$ cat config.mk
export PLATFORM = sky130hd
export DESIGN_NAME = fun_div_cell
export DESIGN_NICKNAME = d
export VERILOG_FILES = /design/src/hdl/fun_pkg.sv /design/src/hdl/fun_div_cell.sv
export SDC_FILE = /design/constraint.sdc
export NUM_CORES = 1
export LEC_CHECK = 0
export BUFFER_PORTS_ARGS = -buffer_cell sky130_fd_sc_hd__buf_2
export CAP_MARGIN = 20
export CELL_PAD_IN_SITES_DETAIL_PLACEMENT = 1
export CELL_PAD_IN_SITES_GLOBAL_PLACEMENT = 2
export CORE_AREA = 2 2 243 245
export DETAILED_ROUTE_END_ITERATION = 7
export DIE_AREA = 0 0 245 247
export PLACE_DENSITY = 0.86
export SETUP_SLACK_MARGIN = 0.1
export SYNTH_ARGS = -nofsm -noshare
export SYNTH_HDL_FRONTEND = slang
export SYNTH_SLANG_ARGS = --single-unit
export TNS_END_PERCENT = 1
$ cat constraint.sdc
create_clock -name aclk -period 9.1 [get_ports aclk]
set_clock_uncertainty 0.2 [all_clocks]
set_input_delay 1.365 -clock aclk [delete_from_list [all_inputs] [get_ports aclk]]
set_output_delay 1.365 -clock aclk [all_outputs]
set_load 0.02 [all_outputs]
$ cat src/hdl/fun_pkg.sv
// fun_pkg: shared widths and pipeline beat types for the face normal unit.
// No dependencies; used by the cell modules and the top level.
package fun_pkg;

    localparam int COORD_W   = 16;
    localparam int FRAC_BITS = 14;
    localparam int COUNT_W   = 9;
    localparam int DIFF_W    = COORD_W + 1;
    localparam int PROD_W    = 2 * DIFF_W;
    localparam int MAG_W     = PROD_W;            // |a*b - c*d| < 2^(PROD_W-1)
    localparam int SQ_W      = 2 * MAG_W;
    localparam int ROOT_W    = MAG_W + 1;         // sqrt of a sum of three squares
    localparam int SUM_W     = 2 * ROOT_W;
    localparam int REM_W     = ROOT_W + 4;
    localparam int QUOT_W    = FRAC_BITS + 2;
    localparam int NUM_W     = MAG_W + FRAC_BITS;
    localparam int DEN_W     = ROOT_W + QUOT_W - 1;
    localparam int OUT_W     = 16;
    localparam int IN_TDATA_W  = 160;
    localparam int OUT_TDATA_W = 48;

    typedef struct packed {
        logic [SUM_W-1:0]        rad;
        logic [REM_W-1:0]        rem;
        logic [ROOT_W-1:0]       root;
        logic [2:0][MAG_W-1:0]   mag;
        logic [2:0]              neg;
    } sqrt_beat_t;

    typedef struct packed {
        logic [2:0][NUM_W-1:0]   num;
        logic [2:0][QUOT_W-1:0]  quot;
        logic [DEN_W-1:0]        den;
        logic [2:0]              neg;
    } div_beat_t;

endpackage

$ cat src/hdl/fun_div_cell.sv
// fun_div_cell: one restoring division step for all three components.
// Depends on fun_pkg.
module fun_div_cell (
    input  logic                aclk,
    input  logic                aresetn,
    input  logic                en,
    input  logic                in_valid,
    input  fun_pkg::div_beat_t  in_beat,
    output logic                out_valid,
    output fun_pkg::div_beat_t  out_beat
);
    logic                valid_reg;
    fun_pkg::div_beat_t  beat_reg, beat_next;

    always_comb begin
        beat_next = in_beat;
        for (int i = 0; i < 3; i++) begin
            if (in_beat.den <= fun_pkg::DEN_W'(in_beat.num[i])) begin
                beat_next.num[i]  = in_beat.num[i] - fun_pkg::NUM_W'(in_beat.den);
                beat_next.quot[i] = {in_beat.quot[i][fun_pkg::QUOT_W-2:0], 1'b1};
            end else begin
                beat_next.quot[i] = {in_beat.quot[i][fun_pkg::QUOT_W-2:0], 1'b0};
            end
        end
        beat_next.den = in_beat.den >> 1;
    end

    always_ff @(posedge aclk) begin
        if (!aresetn) begin
            valid_reg <= 1'b0;
        end else if (en) begin
            valid_reg <= in_valid;
        end
    end

    always_ff @(posedge aclk) begin
        if (en) begin
            beat_reg <= beat_next;
        end
    end

    assign out_valid = valid_reg;
    assign out_beat  = beat_reg;
endmodule

# Yosys cells after proc, flatten, opt, wreduce, memory -nomap -nowiden
# Cells that the tools add are included.
# Widths: inputs -> output; s select.
# totals
word_cells,21
out_inout_bits,246
reg_bits,245
inputBits,249
# classes
mux,6
n_lt_le_gt_ge,3
add_sub_neg,3
# op_table
op,n
$le 50x48->1,3
$mux 48,3
$sub 48x48->48,3
$mux 1,3

# Longest topological paths before layout
# logic_depth
ltp_word,2
mapped_depth,15
mapped_depth_nobuf,13

# Worst setup path after synthesis
# No wires, ideal clock.
# synth_path
path_kind,input-to-reg
startpoint,in in_beat[11] (netlist name)
endpoint,"reg beat_reg, in the netlist out_beat[196] (data pin)"
setup_slack_ns,4.722
n_path_buf,1
stages,13
required_time_ns,8.634
t_arrival_ns,3.912
setup_time_ns,0.266
path_cell_list,inv_1 -> ha_1 -> buf_6 -> a21o_1 -> a311o_1 -> a211o_1 -> o2111ai_2 -> a211o_2 -> o32ai_1 -> or4_1 -> a31oi_2 -> xor2_1 -> o21ai_1
# synth_rtl
item,line_no,rtl
from (decl),fun_div_cell.sv:8,"input fun_pkg::div_beat_t in_beat,"
to (signal assigned),fun_div_cell.sv:38,beat_reg <= beat_next;
to (decl),fun_div_cell.sv:13,"fun_pkg::div_beat_t beat_reg, beat_next;"

==> flow_summary.ini <==
[timing]
fmax_mhz = 165
worstMarginPinSlew_ns = 1.16
rsz0062_at_grt = false
period_minus_slack_ns = 6.06
fin_tns_setup_ns = 0
layout_setup_ws_ns = 3.04
period_share = 0.666
setup_viol = 0
slew_violations = 0
slew_headroom = 0.223
hold_violations = 0

[setup_path]
end_kind = register
crit_path_max_incr_delay_ns = 0.98
required_ns = 9.24
crit_fanout = 25
crit_chain = buf_2, inv_1, ha_1, nand4_1, nor3_1, nand4_1, o22ai_1, a211oi_1, o221ai_1, a31oi_1, o211ai_1, o21ai_4, buf_4, buf_4, mux2_1
worstSetupPathType = in2reg
cpMaxStageDelayCell = nor3_1
worstPathArrival_ns = 6.21
critPathLaunchType = input pin

[routing]
routed_wl_um = 82400
vias_per_cell = 5.43
vias = 18800
wire_per_inst_um = 23.8
drt_iter0_markers = 1107
antenna_left = 0
dr.pass1.iters = 5
drc_errors = 0

[grt]
grt_pass1_vias = 19100
gr-total-overflow = 0
grt_max_degree = 114
grt_pass1_wl_um = 121000
antenna_found_initial = 3
grt_usage = 0.263

[finish]
layoutNonFillerInstCount = 3460
fillers = 6858
synthToLayoutAreaGrowth_pct = 19.8
regArea_um2 = 7350
fin_nets = 3199
multi_input_area_um2 = 12000
drive_above_1_share = 0.211

[power_and_ir_drop]
max-vdd-ir-drop_mv = 0.135
total_leakage_power_nw = 11.9
power_density_nw_per_um2 = 160

[floorplanning]
rows = 89
die_h_um = 247
fp.dieW_um = 245
initial_core_util = 0.355
io_pins = 495
coreArea_um2 = 58200
die-area_um2 = 60500

[cts]
cts_tree = yes
cts-resized-gates = 0
cts_buffers = 30
cts.sinks = 245
clk_pin_slew_ns = 0.06
root_buffer = clkbuf_16
worstSkewPairLatency_ns = 0.61
cts_max_path_buffers = 3
cts_setup_buffers = 0
h-tree-depth = 1
holdBufCountCts = 0

[logic_synthesis]
ys_ff_latch = 245
syn_area_per_cell_um2 = 9.25
ys.flop_type = edfxtp_1
yosys.area.top_type_share = 0.355
synth_top_cell_by_area = edfxtp_1
syn_nets = 2770
synth_edf_count = 244
synth_commonest_cells = ha_1, edfxtp_1, inv_1
async_reset_ff_frac = 0
seq_area_frac_synth = 0.356
synth_most_common_cell = ha_1
syn_inst = 2233
syn-cell-area_um2 = 20600
synth.area.top_cells = edfxtp_1, ha_1, a21o_1
synthDistinctLibCells = 82
yosys_warnings = 0

[placed_design]
pre_cts_slack_ns = 2.40
port_buffers = 490
routabilityCongestion = 0.914
dp.cells = 3403
dpl.hpwl_um = 67800

[flow_run]
cap_violations = 0

[hold_path]
hp-class = reg2reg

[run_status]
status = complete, no violations
stage by stage:
stage	total power, mW	hold slack (ns)	utilization	cell area [um2]
2_1_floorplan	2.24	0.389	-	20600
4_1_cts	3.99	0.324	0.425	24700
3_5_place_dp	2.76	0.310	0.408	23800
3_3_place_gp	2.73	0.291	0.408	23800
5_1_grt	4.14	0.350	0.425	24700
6_report	3.95	0.323	0.425	24700
worst paths after layout:
kind / start / slack (ns) / endpoint / cells after the start
max reg2reg: out_valid$_SDFFE_PN0P_ / 8.31 / out_valid$_SDFFE_PN0P_ / 2
min: out_valid$_SDFFE_PN0P_ / 0.32 / out_valid$_SDFFE_PN0P_ / 2
min reg2reg: out_valid$_SDFFE_PN0P_ / 0.32 / out_valid$_SDFFE_PN0P_ / 2
max: in_beat[34] / 3.04 / out_beat[107]$_DFFE_PP_ / 15
logic make-up (layout without fill, tap and decap cells):
group,Yosys count,after routing,synth area share
AO/OA/AOI/OAI,687,687,0.210
flip-flops,245,245,0.356
multiplexers,53,53,0.0261
XOR/XNOR,129,129,0.0547
buffers and inverters,341,794,0.0639
adder cells (fa/ha/maj),288,288,0.176
AND/OR/NAND/NOR,489,489,0.114
other,1,2,0.000182
registers in the layout (all words and copies together) (netlist names):
name       count
out_valid      1
out_beat     244
worst max-delay path: cells and delay by family:
kind / cells / cell delay (ns)
AND/OR/NAND/NOR: 3 / 1.69
AO/OA/AOI/OAI: 6 / 1.28
buffers and inverters: 4 / 0.95
adder cells (fa/ha/maj): 1 / 0.52
multiplexers: 1 / 0.37
report_power, final:
part           total [mW]  switching, mW  leakage (nW)  internal, mW
Combinational        1.32          0.873          9.03         0.450
Clock                1.21          0.541         0.457         0.667
Sequential           1.42         0.0403          2.39          1.38
Total                3.95           1.45          11.9          2.50
layer usage:
| layer | part of all wire | GRT usage |
|---|---|---|
| met1 | 0.43 | 0.343 |
| met2 | 0.49 | 0.462 |
| met3 | 0.050 | 0.0321 |
| met4 | 0.021 | 0.0588 |
| met5 | 0.00036 | 0 |
cell type report:
cell class | count | share of cell area
multi-input cells | 1647 | 0.486
flip-flops and latches | 245 | 0.297
inverters | 235 | 0.0357
well taps | 773 | 0.0391
clock buffers | 35 | 0.0311
diodes | 1 | 0.000101
clock inverters | 21 | 0.00799
repair buffers | 503 | 0.103
layout by cell type (no fill, tap or decap), types with 7 or more instances in the layout:
cell type	netlist	layout
buf_2	17	489
and3_1	12	12
o31ai_1	11	11
nand4_1	41	41
nand2b_1	22	22
a21oi_1	188	188
a211o_1	7	7
edfxtp_1	244	244
xor2_1	59	59
nand2_1	187	187
o21bai_1	34	34
and4_1	8	8
o21ai_0	169	169
buf_4	3	13
nor2b_1	22	22
inv_1	235	235
and2_1	10	10
nand3_1	39	39
a21o_1	135	135
a31oi_1	20	20
mux2i_1	47	47
o21a_1	18	18
clkbuf_16	0	30
a211oi_1	11	11
nor4_1	8	8
nor3_1	26	26
o21ai_1	14	12
ha_1	285	285
a221oi_1	9	9
nor2_1	86	86
a21boi_0	9	9
xnor2_1	70	70
(Power assumes the default switching activity.)
