**src/hdl/fun_pkg.sv**
```systemverilog
// fun_pkg: shared widths and pipeline beat types for the face normal unit.
// No dependencies; used by the cell modules and the top level.
package fun_pkg;

    localparam int COORD_W   = 16;
    localparam int FRAC_BITS = 14;
    localparam int COUNT_W   = 9;
    localparam int DIFF_W    = COORD_W + 1;
    localparam int PROD_W    = 2 * DIFF_W;
    localparam int MAG_W     = PROD_W;            // |a*b - c*d| < 2^(PROD_W-1)
    localparam int SQ_W      = 2 * MAG_W;
    localparam int ROOT_W    = MAG_W + 1;         // sqrt of a sum of three squares
    localparam int SUM_W     = 2 * ROOT_W;
    localparam int REM_W     = ROOT_W + 4;
    localparam int QUOT_W    = FRAC_BITS + 2;
    localparam int NUM_W     = MAG_W + FRAC_BITS;
    localparam int DEN_W     = ROOT_W + QUOT_W - 1;
    localparam int OUT_W     = 16;
    localparam int IN_TDATA_W  = 160;
    localparam int OUT_TDATA_W = 48;

    typedef struct packed {
        logic [SUM_W-1:0]        rad;
        logic [REM_W-1:0]        rem;
        logic [ROOT_W-1:0]       root;
        logic [2:0][MAG_W-1:0]   mag;
        logic [2:0]              neg;
    } sqrt_beat_t;

    typedef struct packed {
        logic [2:0][NUM_W-1:0]   num;
        logic [2:0][QUOT_W-1:0]  quot;
        logic [DEN_W-1:0]        den;
        logic [2:0]              neg;
    } div_beat_t;

endpackage

```
**src/hdl/fun_sqrt_cell.sv**
```systemverilog
// fun_sqrt_cell: one restoring square-root digit, resolving one root bit a beat.
// Depends on fun_pkg.
module fun_sqrt_cell (
    input  logic                 aclk,
    input  logic                 aresetn,
    input  logic                 en,
    input  logic                 in_valid,
    input  fun_pkg::sqrt_beat_t  in_beat,
    output logic                 out_valid,
    output fun_pkg::sqrt_beat_t  out_beat
);
    logic                       valid_reg;
    fun_pkg::sqrt_beat_t        beat_reg, beat_next;
    logic [fun_pkg::REM_W-1:0]  cur, trial;

    always_comb begin
        beat_next = in_beat;
        cur   = {in_beat.rem[fun_pkg::REM_W-3:0], in_beat.rad[fun_pkg::SUM_W-1 -: 2]};
        trial = {2'b00, in_beat.root, 2'b01};
        beat_next.rad = {in_beat.rad[fun_pkg::SUM_W-3:0], 2'b00};
        if (cur >= trial) begin
            beat_next.rem  = cur - trial;
            beat_next.root = {in_beat.root[fun_pkg::ROOT_W-2:0], 1'b1};
        end else begin
            beat_next.rem  = cur;
            beat_next.root = {in_beat.root[fun_pkg::ROOT_W-2:0], 1'b0};
        end
    end

    always_ff @(posedge aclk) begin
        if (!aresetn) begin
            valid_reg <= 1'b0;
        end else if (en) begin
            valid_reg <= in_valid;
        end
    end

    always_ff @(posedge aclk) begin
        if (en) begin
            beat_reg <= beat_next;
        end
    end

    assign out_valid = valid_reg;
    assign out_beat  = beat_reg;
endmodule

```
**config.mk**
```make
export PLATFORM = sky130hd
export DESIGN_NAME = fun_sqrt_cell
export DESIGN_NICKNAME = d
export VERILOG_FILES = /design/src/hdl/fun_pkg.sv /design/src/hdl/fun_sqrt_cell.sv
export SDC_FILE = /design/constraint.sdc
export NUM_CORES = 1
export LEC_CHECK = 0
export BUFFER_PORTS_ARGS = -buffer_cell sky130_fd_sc_hd__buf_2
export CAP_MARGIN = 20
export CELL_PAD_IN_SITES_DETAIL_PLACEMENT = 1
export CELL_PAD_IN_SITES_GLOBAL_PLACEMENT = 2
export CORE_AREA = 2 2 193 195
export CTS_CLUSTER_SIZE = 25
export DETAILED_ROUTE_END_ITERATION = 10
export DIE_AREA = 0 0 195 197
export PLACE_DENSITY = 0.84
export SYNTH_ARGS = -nofsm -noshare
export SYNTH_HDL_FRONTEND = slang
export SYNTH_SLANG_ARGS = --single-unit
export TNS_END_PERCENT = 20
```
**constraint.sdc**
```tcl
create_clock -name aclk -period 3.7 [get_ports aclk]
set_input_delay 0 -clock aclk [delete_from_list [all_inputs] [get_ports aclk]]
set_output_delay 0 -clock aclk [all_outputs]
set_load 0.02 [all_outputs]
```
# Word level (Yosys, flattened, before mapping)
# Index checks and enable logic that the tools add are counted.
dict set report word_totals {
  ff_bits 248
  in_bits 253
  out_inout_bits 250
}
dict set report classes {
  mux 1
  order_cmp 1
  n_addsub 1
}
# operator n
set ops {}
lappend ops {{74-bit two-way mux} 1}
lappend ops {{39-bit by 37-bit greater-or-equal comparator with 1-bit output} 1}
lappend ops {{39-bit by 37-bit subtractor with 39-bit output} 1}

# Depth between registers and ports, before layout
# Gate-level depths: netlist (run 1).
dict set report logic_depth {
  word_depth 2
  mapped_depth 14
  depth_no_buf 11
}

# Worst setup path before layout (run 1)
# OpenSTA, ideal clock, no wires.
dict set report synth_path {
  kind {in2reg}
  from {input port in_beat[110] in the netlist's numbering}
  to {register beat_reg (netlist bit out_beat[172]) (data pin)}
  t_arrival_ps 2101
  stages 10
  path_slack_ps 1339
  t_required_ps 3440
  path_buffers 0
  setup_time_ps 260
  path_cell_list {inv_1 > ha_1 > and3_1 > nand4_2 > o311ai_4 > o32ai_4 > o31ai_2 > a41oi_2 > xnor2_1 > mux2_4}
}
# element line
set synth_rtl {}
lappend synth_rtl {{start: declaration} fun_sqrt_cell.sv:8} ;# input fun_pkg::sqrt_beat_t in_beat,
lappend synth_rtl {{end signal: assignment} fun_sqrt_cell.sv:40} ;# beat_reg <= beat_next;
lappend synth_rtl {{end: declaration} fun_sqrt_cell.sv:13} ;# fun_pkg::sqrt_beat_t beat_reg, beat_next;

==> results of run 1 <==
## Yosys cell counts, types with 2 or more instances
cell / number / area share
a211oi_1: 5 / 0.0037
a211oi_2: 2 / 0.0025
a21o_1: 17 / 0.012
a21oi_1: 60 / 0.029
a22oi_1: 2 / 0.0015
a2bb2oi_1: 2 / 0.0017
a31oi_1: 7 / 0.0043
and2_1: 3 / 0.0018
and3_1: 2 / 0.0012
and4_1: 3 / 0.0026
buf_4: 3 / 0.0022
buf_6: 4 / 0.0044
clkbuf_1: 2 / 0.00074
edfxtp_1: 247 / 0.73
ha_1: 37 / 0.045
inv_1: 46 / 0.017
mux2_1: 8 / 0.0088
nand2_1: 27 / 0.0099
nand2b_1: 3 / 0.0018
nand3_1: 8 / 0.0039
nand4_1: 4 / 0.0025
nor2_1: 41 / 0.015
nor2b_1: 5 / 0.0031
nor3_1: 2 / 0.00098
o211ai_1: 3 / 0.0022
o21a_1: 6 / 0.0044
o21ai_0: 14 / 0.0069
o21ai_1: 2 / 0.00098
o21bai_1: 7 / 0.0051
o31a_1: 2 / 0.0017
o31ai_1: 3 / 0.0022
xnor2_1: 24 / 0.021
xor2_1: 10 / 0.0086
## power groups by stage
stage               clock, mW  combinational [mW]  sequential (mW)
floorplan                   0               0.426             3.86
global placement            0                1.37             3.51
detailed placement          0                1.39             3.52
CTS                      3.02                1.63             3.47
global route             3.12                1.75             3.50
finish                   2.97                1.64             3.48
## cell type report
type                    count  area, um^2  share of cell area
clock buffers              33         741              0.0443
diodes                     12        30.0             0.00180
flip-flops and latches    248        7440               0.445
multi-input cells         338        2440               0.146
well taps                 468         586              0.0350
inverters                  46         173              0.0103
clock inverters            20         214              0.0128
repair buffers            755        5100               0.305
## layout by cell type (no fill, tap or decap), types with 14 or more instances in the layout
cell type / n
edfxtp_1: 247
nand2_1: 27
a21o_1: 17
a21oi_1: 60
ha_1: 37
xnor2_1: 24
clkbuf_16: 29
dlygate4sd3_1: 251
inv_1: 46
nor2_1: 41
buf_2: 497
o21ai_0: 14
## worst max-delay path by stage
stage	end	slack [ns]
after floorplan	out_beat[172]	1.34
after detailed placement	out_beat[170]	0.66
after global placement	out_beat[148]	0.70
after global routing	out_beat[178]	0.06
final	out_beat[178]	0.21
after CTS	out_beat[178]	0.24
## flip-flops by register name, summed over array words and instances, names as in the netlist
name	count
out_beat	247
out_valid	1
## routing by layer
layer	vias up	global-route usage	wire length [um]
met2	373	0.395	22500
li1	3997	-	-
met3	128	0.0642	3190
met4	8	0.129	2830
met5	-	0	51
met1	4342	0.269	17400
## cells by family (layout without fill, tap and decap cells)
kind of cell | count (synthesis) | in the layout
buffers and inverters | 61 | 854
and+or+nand+nor | 109 | 109
muxes | 10 | 10
xor gates and xnor gates | 34 | 34
other | 1 | 14
DFF | 248 | 248
adders and majority gates | 37 | 37
AOI/OAI and AO/OA | 146 | 146
## critical path, delay by kind of cell
| family | cells | cell delay [ns] |
|---|---|---|
| AOI/OAI and AO/OA | 7 | 1.51 |
| adders and majority gates | 1 | 0.42 |
| buffers and inverters | 5 | 1.46 |
| muxes | 1 | 0.28 |
| and+or+nand+nor | 1 | 0.15 |
## what timing repair did
action	in CTS	in global routing
endpoints found under the hold margin	324	0
hold buffers	251	0
buffers inserted	0	0
==> qor.yml, run 1 <==
sta:
  drv_slew: 0
  rsz0062_at_grt: "no"
  setup_slack_ns: 0.208
  skew_ns: 0
  worstMarginPinSlew_ns: 0.645
  relSlewSlack: 0.570
  period_minus_slack_ns: 3.49
  fin_hold_ws_ns: 0.133
  setup_violations: 0
  finalHoldViolCount: 0
  tns_ns: 0
  finalCritPeriodShare: 0.944
  fmax_ghz: 0.286
global_route:
  grt_antenna_before_repair: 14
  grt_remaining_overflow: 0
  grt_pass1_wl_mm: 65.4
  grt_max_degree: 82
  grt_util_all_layers: 0.233
  grt_pass1_vias: 9782
route:
  firstDrtPassIters: 7
  num_vias: 8848
  first_iter_violations: 427
  wl_per_cell_um: 23.9
  ant_nets: 0
  drc: 0
  routed_wl_mm: 45.9
  viasPerCell: 4.61
die:
  core_area_um2: 36300
  start_util: 0.282
  fp-row-count: 70
  ios: 503
  die_h_um: 197
  die_area_um2: 38400
  die_w_um: 195
synth:
  synth_flop_cell: "edfxtp_1"
  ys_ff_latch: 248
  syn_area_um2: 10200
  synth_xor_xnor_area_share: 0.0292
  synth_fa_ha_area_frac: 0.0453
  synth_mux_area_frac: 0.0113
  synth_top_family_by_area: "compound AO/OA/AOI/OAI gates"
  yosysWarnings: 0
  ys_async_sr_fraction: 0
  synth-edff-count: 247
  synth-compound-area-share: 0.0978
  synthSimpleGateAreaFrac: 0.0550
  syn_area_per_cell_um2: 15.8
  synth_cell_types: 68
  synthCells: 646
  ys_seq_area_frac: 0.728
worst_setup_path:
  r2r_start: "out_valid"
  critical_path.max_stage_delay_ns: 0.56
  rr_worst_depth: 3
  crit_path_start: "in_beat[109]"
  regToRegSetupSlack_ns: 2.45
  critPathMostFrequentCell: "a21oi_1"
  reg2reg_to: "out_valid"
  cp-start-kind: "input pin"
  worst-endpoint-required_ns: 4.04
  worstPathArrival_ns: 3.83
  setup.worst_path.class: "input pin to flop"
  cp_cell_sequence: "dlygate4sd3_1, buf_2, inv_1, ha_1, a21oi_1, a21oi_1, a21oi_1, o211ai_2, a21oi_2, o31a_1, o21ai_4, buf_12, nor2b_1, mux2_1, dlygate4sd3_1"
  crit_path_end_kind: "flop"
  worstPathMaxFanout: 38
  critPathSlowestCell: "dlygate4sd3_1"
worst_hold_path:
  min-delay-path-class: "input pin to flop"
  holdPathStages: 2
  hold_path.startpoint: "in_beat[218]"
  hold_path_end: "out_beat[220]"
power:
  intPower_mw: 5.77
  fin_total_pwr_mw: 8.09
  power.switching_mw: 2.32
  swShare: 0.287
  p_per_area_nw_per_um2: 484
  pwr-share-comb: 0.203
  max-vdd-ir-drop_uv: 314
  p_seq_frac: 0.430
  p_clk_frac: 0.367
  leakagePower_nw: 7.20
final_layout:
  area_delta_synth_final_pct: 63.8
  layout.nets: 1708
  fin_cells: 1920
  fillCellCount: 3893
  fin_area_um2: 16700
  layout-drive-gt1-share: 0.392
  final_core_util: 0.461
clocking:
  clockBufferDepth: 3
  cts_tree: "done"
  worstSkewPairLatency_ns: 0.57
  numClockSinks: 248
  clk_pin_slew_worst_paths_ns: 0.06
  post_cts_resized: 0
  cts_buffers: 29
  cts_root_buf: "clkbuf_16"
  h-tree-depth: 1
run_status:
  outcome: "finished clean"
place:
  globalplace.congestion: 0.871
  post-place-cells: 1604
  port_buffers: 498
  place_ws_ns: 0.657
  dpl-instance-area_um2: 13200
  dp_hpwl_mm: 30.7
flow_run:
  drv_cap: 0
(Power assumes the default switching activity.)
==> run 2: changes to the inputs <==
- PLACE_DENSITY: 0.84 -> 0.87
==> qor.yml, run 2 (same netlist as run 1, synthesis figures left out) <==
run_status:
  outcome: "complete, but fails checks"
  violations: "negative hold slack"
worst_hold_path:
  hold_path_end: "out_beat[80]"
  min-delay-path-class: "input pin to flop"
  holdPathStages: 1
  hold_path.startpoint: "en"
route:
  first_iter_violations: 442
  wl_per_cell_um: 24.0
  ant_nets: 0
  routed_wl_mm: 46.0
  firstDrtPassIters: 4
  drc: 0
  num_vias: 8887
  viasPerCell: 4.63
sta:
  worstMarginPinSlew_ns: 0.891
  finalCritPeriodShare: 0.941
  drv_slew: 0
  tns_ns: 0
  fmax_ghz: 0.287
  skew_ns: 0
  setup_violations: 0
  rsz0062_at_grt: "no"
  period_minus_slack_ns: 3.48
  finalHoldViolCount: 12
  fin_hold_ws_ns: -0.0236
  relSlewSlack: 0.406
die:
  ios: 503
  start_util: 0.282
  die_area_um2: 38400
  fp-row-count: 70
  die_h_um: 197
  die_w_um: 195
  core_area_um2: 36300
flow_run:
  drv_cap: 0
power:
  max-vdd-ir-drop_uv: 331
  leakagePower_nw: 7.22
  fin_total_pwr_mw: 8.06
  p_per_area_nw_per_um2: 482
worst_setup_path:
  rr_worst_depth: 3
  cp_cell_sequence: "dlygate4sd3_1, buf_2, inv_1, ha_1, a21oi_1, a21oi_1, a21oi_1, o211ai_2, a21oi_4, o31a_1, o21ai_4, buf_12, nor2b_1, mux2_1, dlygate4sd3_1"
  r2r_start: "out_valid"
  critPathMostFrequentCell: "a21oi_1"
  critical_path.max_stage_delay_ns: 0.56
  worstPathMaxFanout: 34
  reg2reg_to: "out_valid"
  crit_path_end_kind: "flop"
  worstPathArrival_ns: 3.80
  critPathSlowestCell: "dlygate4sd3_1"
  worst-endpoint-required_ns: 4.02
  cp-start-kind: "input pin"
  regToRegSetupSlack_ns: 2.49
  setup.worst_path.class: "input pin to flop"
final_layout:
  area_delta_synth_final_pct: 63.6
  final_cell_mix: "497 x buf_2, 249 x dlygate4sd3_1, 247 x edfxtp_1"
  fillCellCount: 3879
  layout.nets: 1707
  final_common_cell: "buf_2"
  fin_cells: 1919
  largest_reg_flops: 247
  layout-drive-gt1-share: 0.397
clocking:
  clockBufferDepth: 3
  clk_pin_slew_worst_paths_ns: 0.06
  cts_setup_buffers: 0
  h-tree-depth: 1
  cts_root_buf: "clkbuf_16"
  cts_tree: "done"
  cts_buffers: 30
  numClockSinks: 248
  worstSkewPairLatency_ns: 0.57
global_route:
  grt_pass1_vias: 9780
  grt_antenna_before_repair: 17
  grt_remaining_overflow: 0
  grt_pass1_wl_mm: 65.8
  grt_util_all_layers: 0.235
  grt_max_degree: 99
place:
  dp_hpwl_mm: 31.5
  port_buffers: 498
  globalplace.congestion: 0.851
  post-place-cells: 1604
-- run 2: cell type report --
type | count | area (um^2) | share of cell area
timing repair buffer | 753 | 5080 | 0.304
tap | 468 | 586 | 0.0351
multi-input combinational | 338 | 2450 | 0.147
clock inverter | 23 | 194 | 0.0116
sequential | 248 | 7440 | 0.445
clock buffer | 33 | 762 | 0.0456
inverter | 46 | 173 | 0.0103
antenna | 10 | 25.0 | 0.00150
-- run 2: per-stage QoR --
step           area (um^2)  hold WS, ns  utilization  setup WS [ns]
2_1_floorplan        10200       0.0989            -           1.34
3_3_place_gp         13200        0.177        0.365          0.755
3_5_place_dp         13200        0.178        0.365          0.611
4_1_cts              16700      0.00211        0.460          0.213
5_1_grt              16700       0.0118        0.460         0.0357
6_report             16700      -0.0236        0.461          0.217
-- run 2: where the power goes --
group | leakage [nW] | internal, mW | switching [mW]
logic | 4.32 | 0.655 | 0.990
clock network | 0.475 | 1.64 | 1.29
registers | 2.43 | 3.40 | 0.0855
total | 7.22 | 5.69 | 2.36
-- run 2: routing by layer --
metal | GRT usage | wire length, um | vias to the layer above
met3 | 0.0621 | 3320 | 105
met4 | 0.107 | 2350 | 10
met2 | 0.407 | 22700 | 375
li1 | - | - | 3992
met1 | 0.272 | 17500 | 4405
met5 | 0 | 73 | -
-- run 2: worst max-delay path by stage --
| stage | from | end | slack (ns) | depth (start not counted) |
|---|---|---|---|---|
| after floorplan | in_beat[110] | out_beat[172] | 1.34 | 10 |
| after global placement | in_beat[105] | out_beat[170] | 0.76 | 12 |
| after detailed placement | in_beat[106] | out_beat[170] | 0.61 | 12 |
| after CTS | in_beat[109] | out_beat[178] | 0.21 | 15 |
| after global routing | in_beat[119] | out_beat[178] | 0.04 | 15 |
| final | in_beat[109] | out_beat[178] | 0.22 | 15 |
-- run 2: repair_timing --
item | in CTS | in global routing
hold buffers | 249 | 0
resized for setup | 0 | 1
endpoints found under the hold margin | 247 | 0
endpoints found under the setup margin | 0 | 1
-- run 2: worst max-delay path, delay by kind of cell --
kind / cells / cell delay (ns)
AO/OA/AOI/OAI: 7 / 1.51
adder cells (fa/ha/maj): 1 / 0.42
buffers and inverters: 5 / 1.44
multiplexers: 1 / 0.28
AND/OR/NAND/NOR: 1 / 0.14
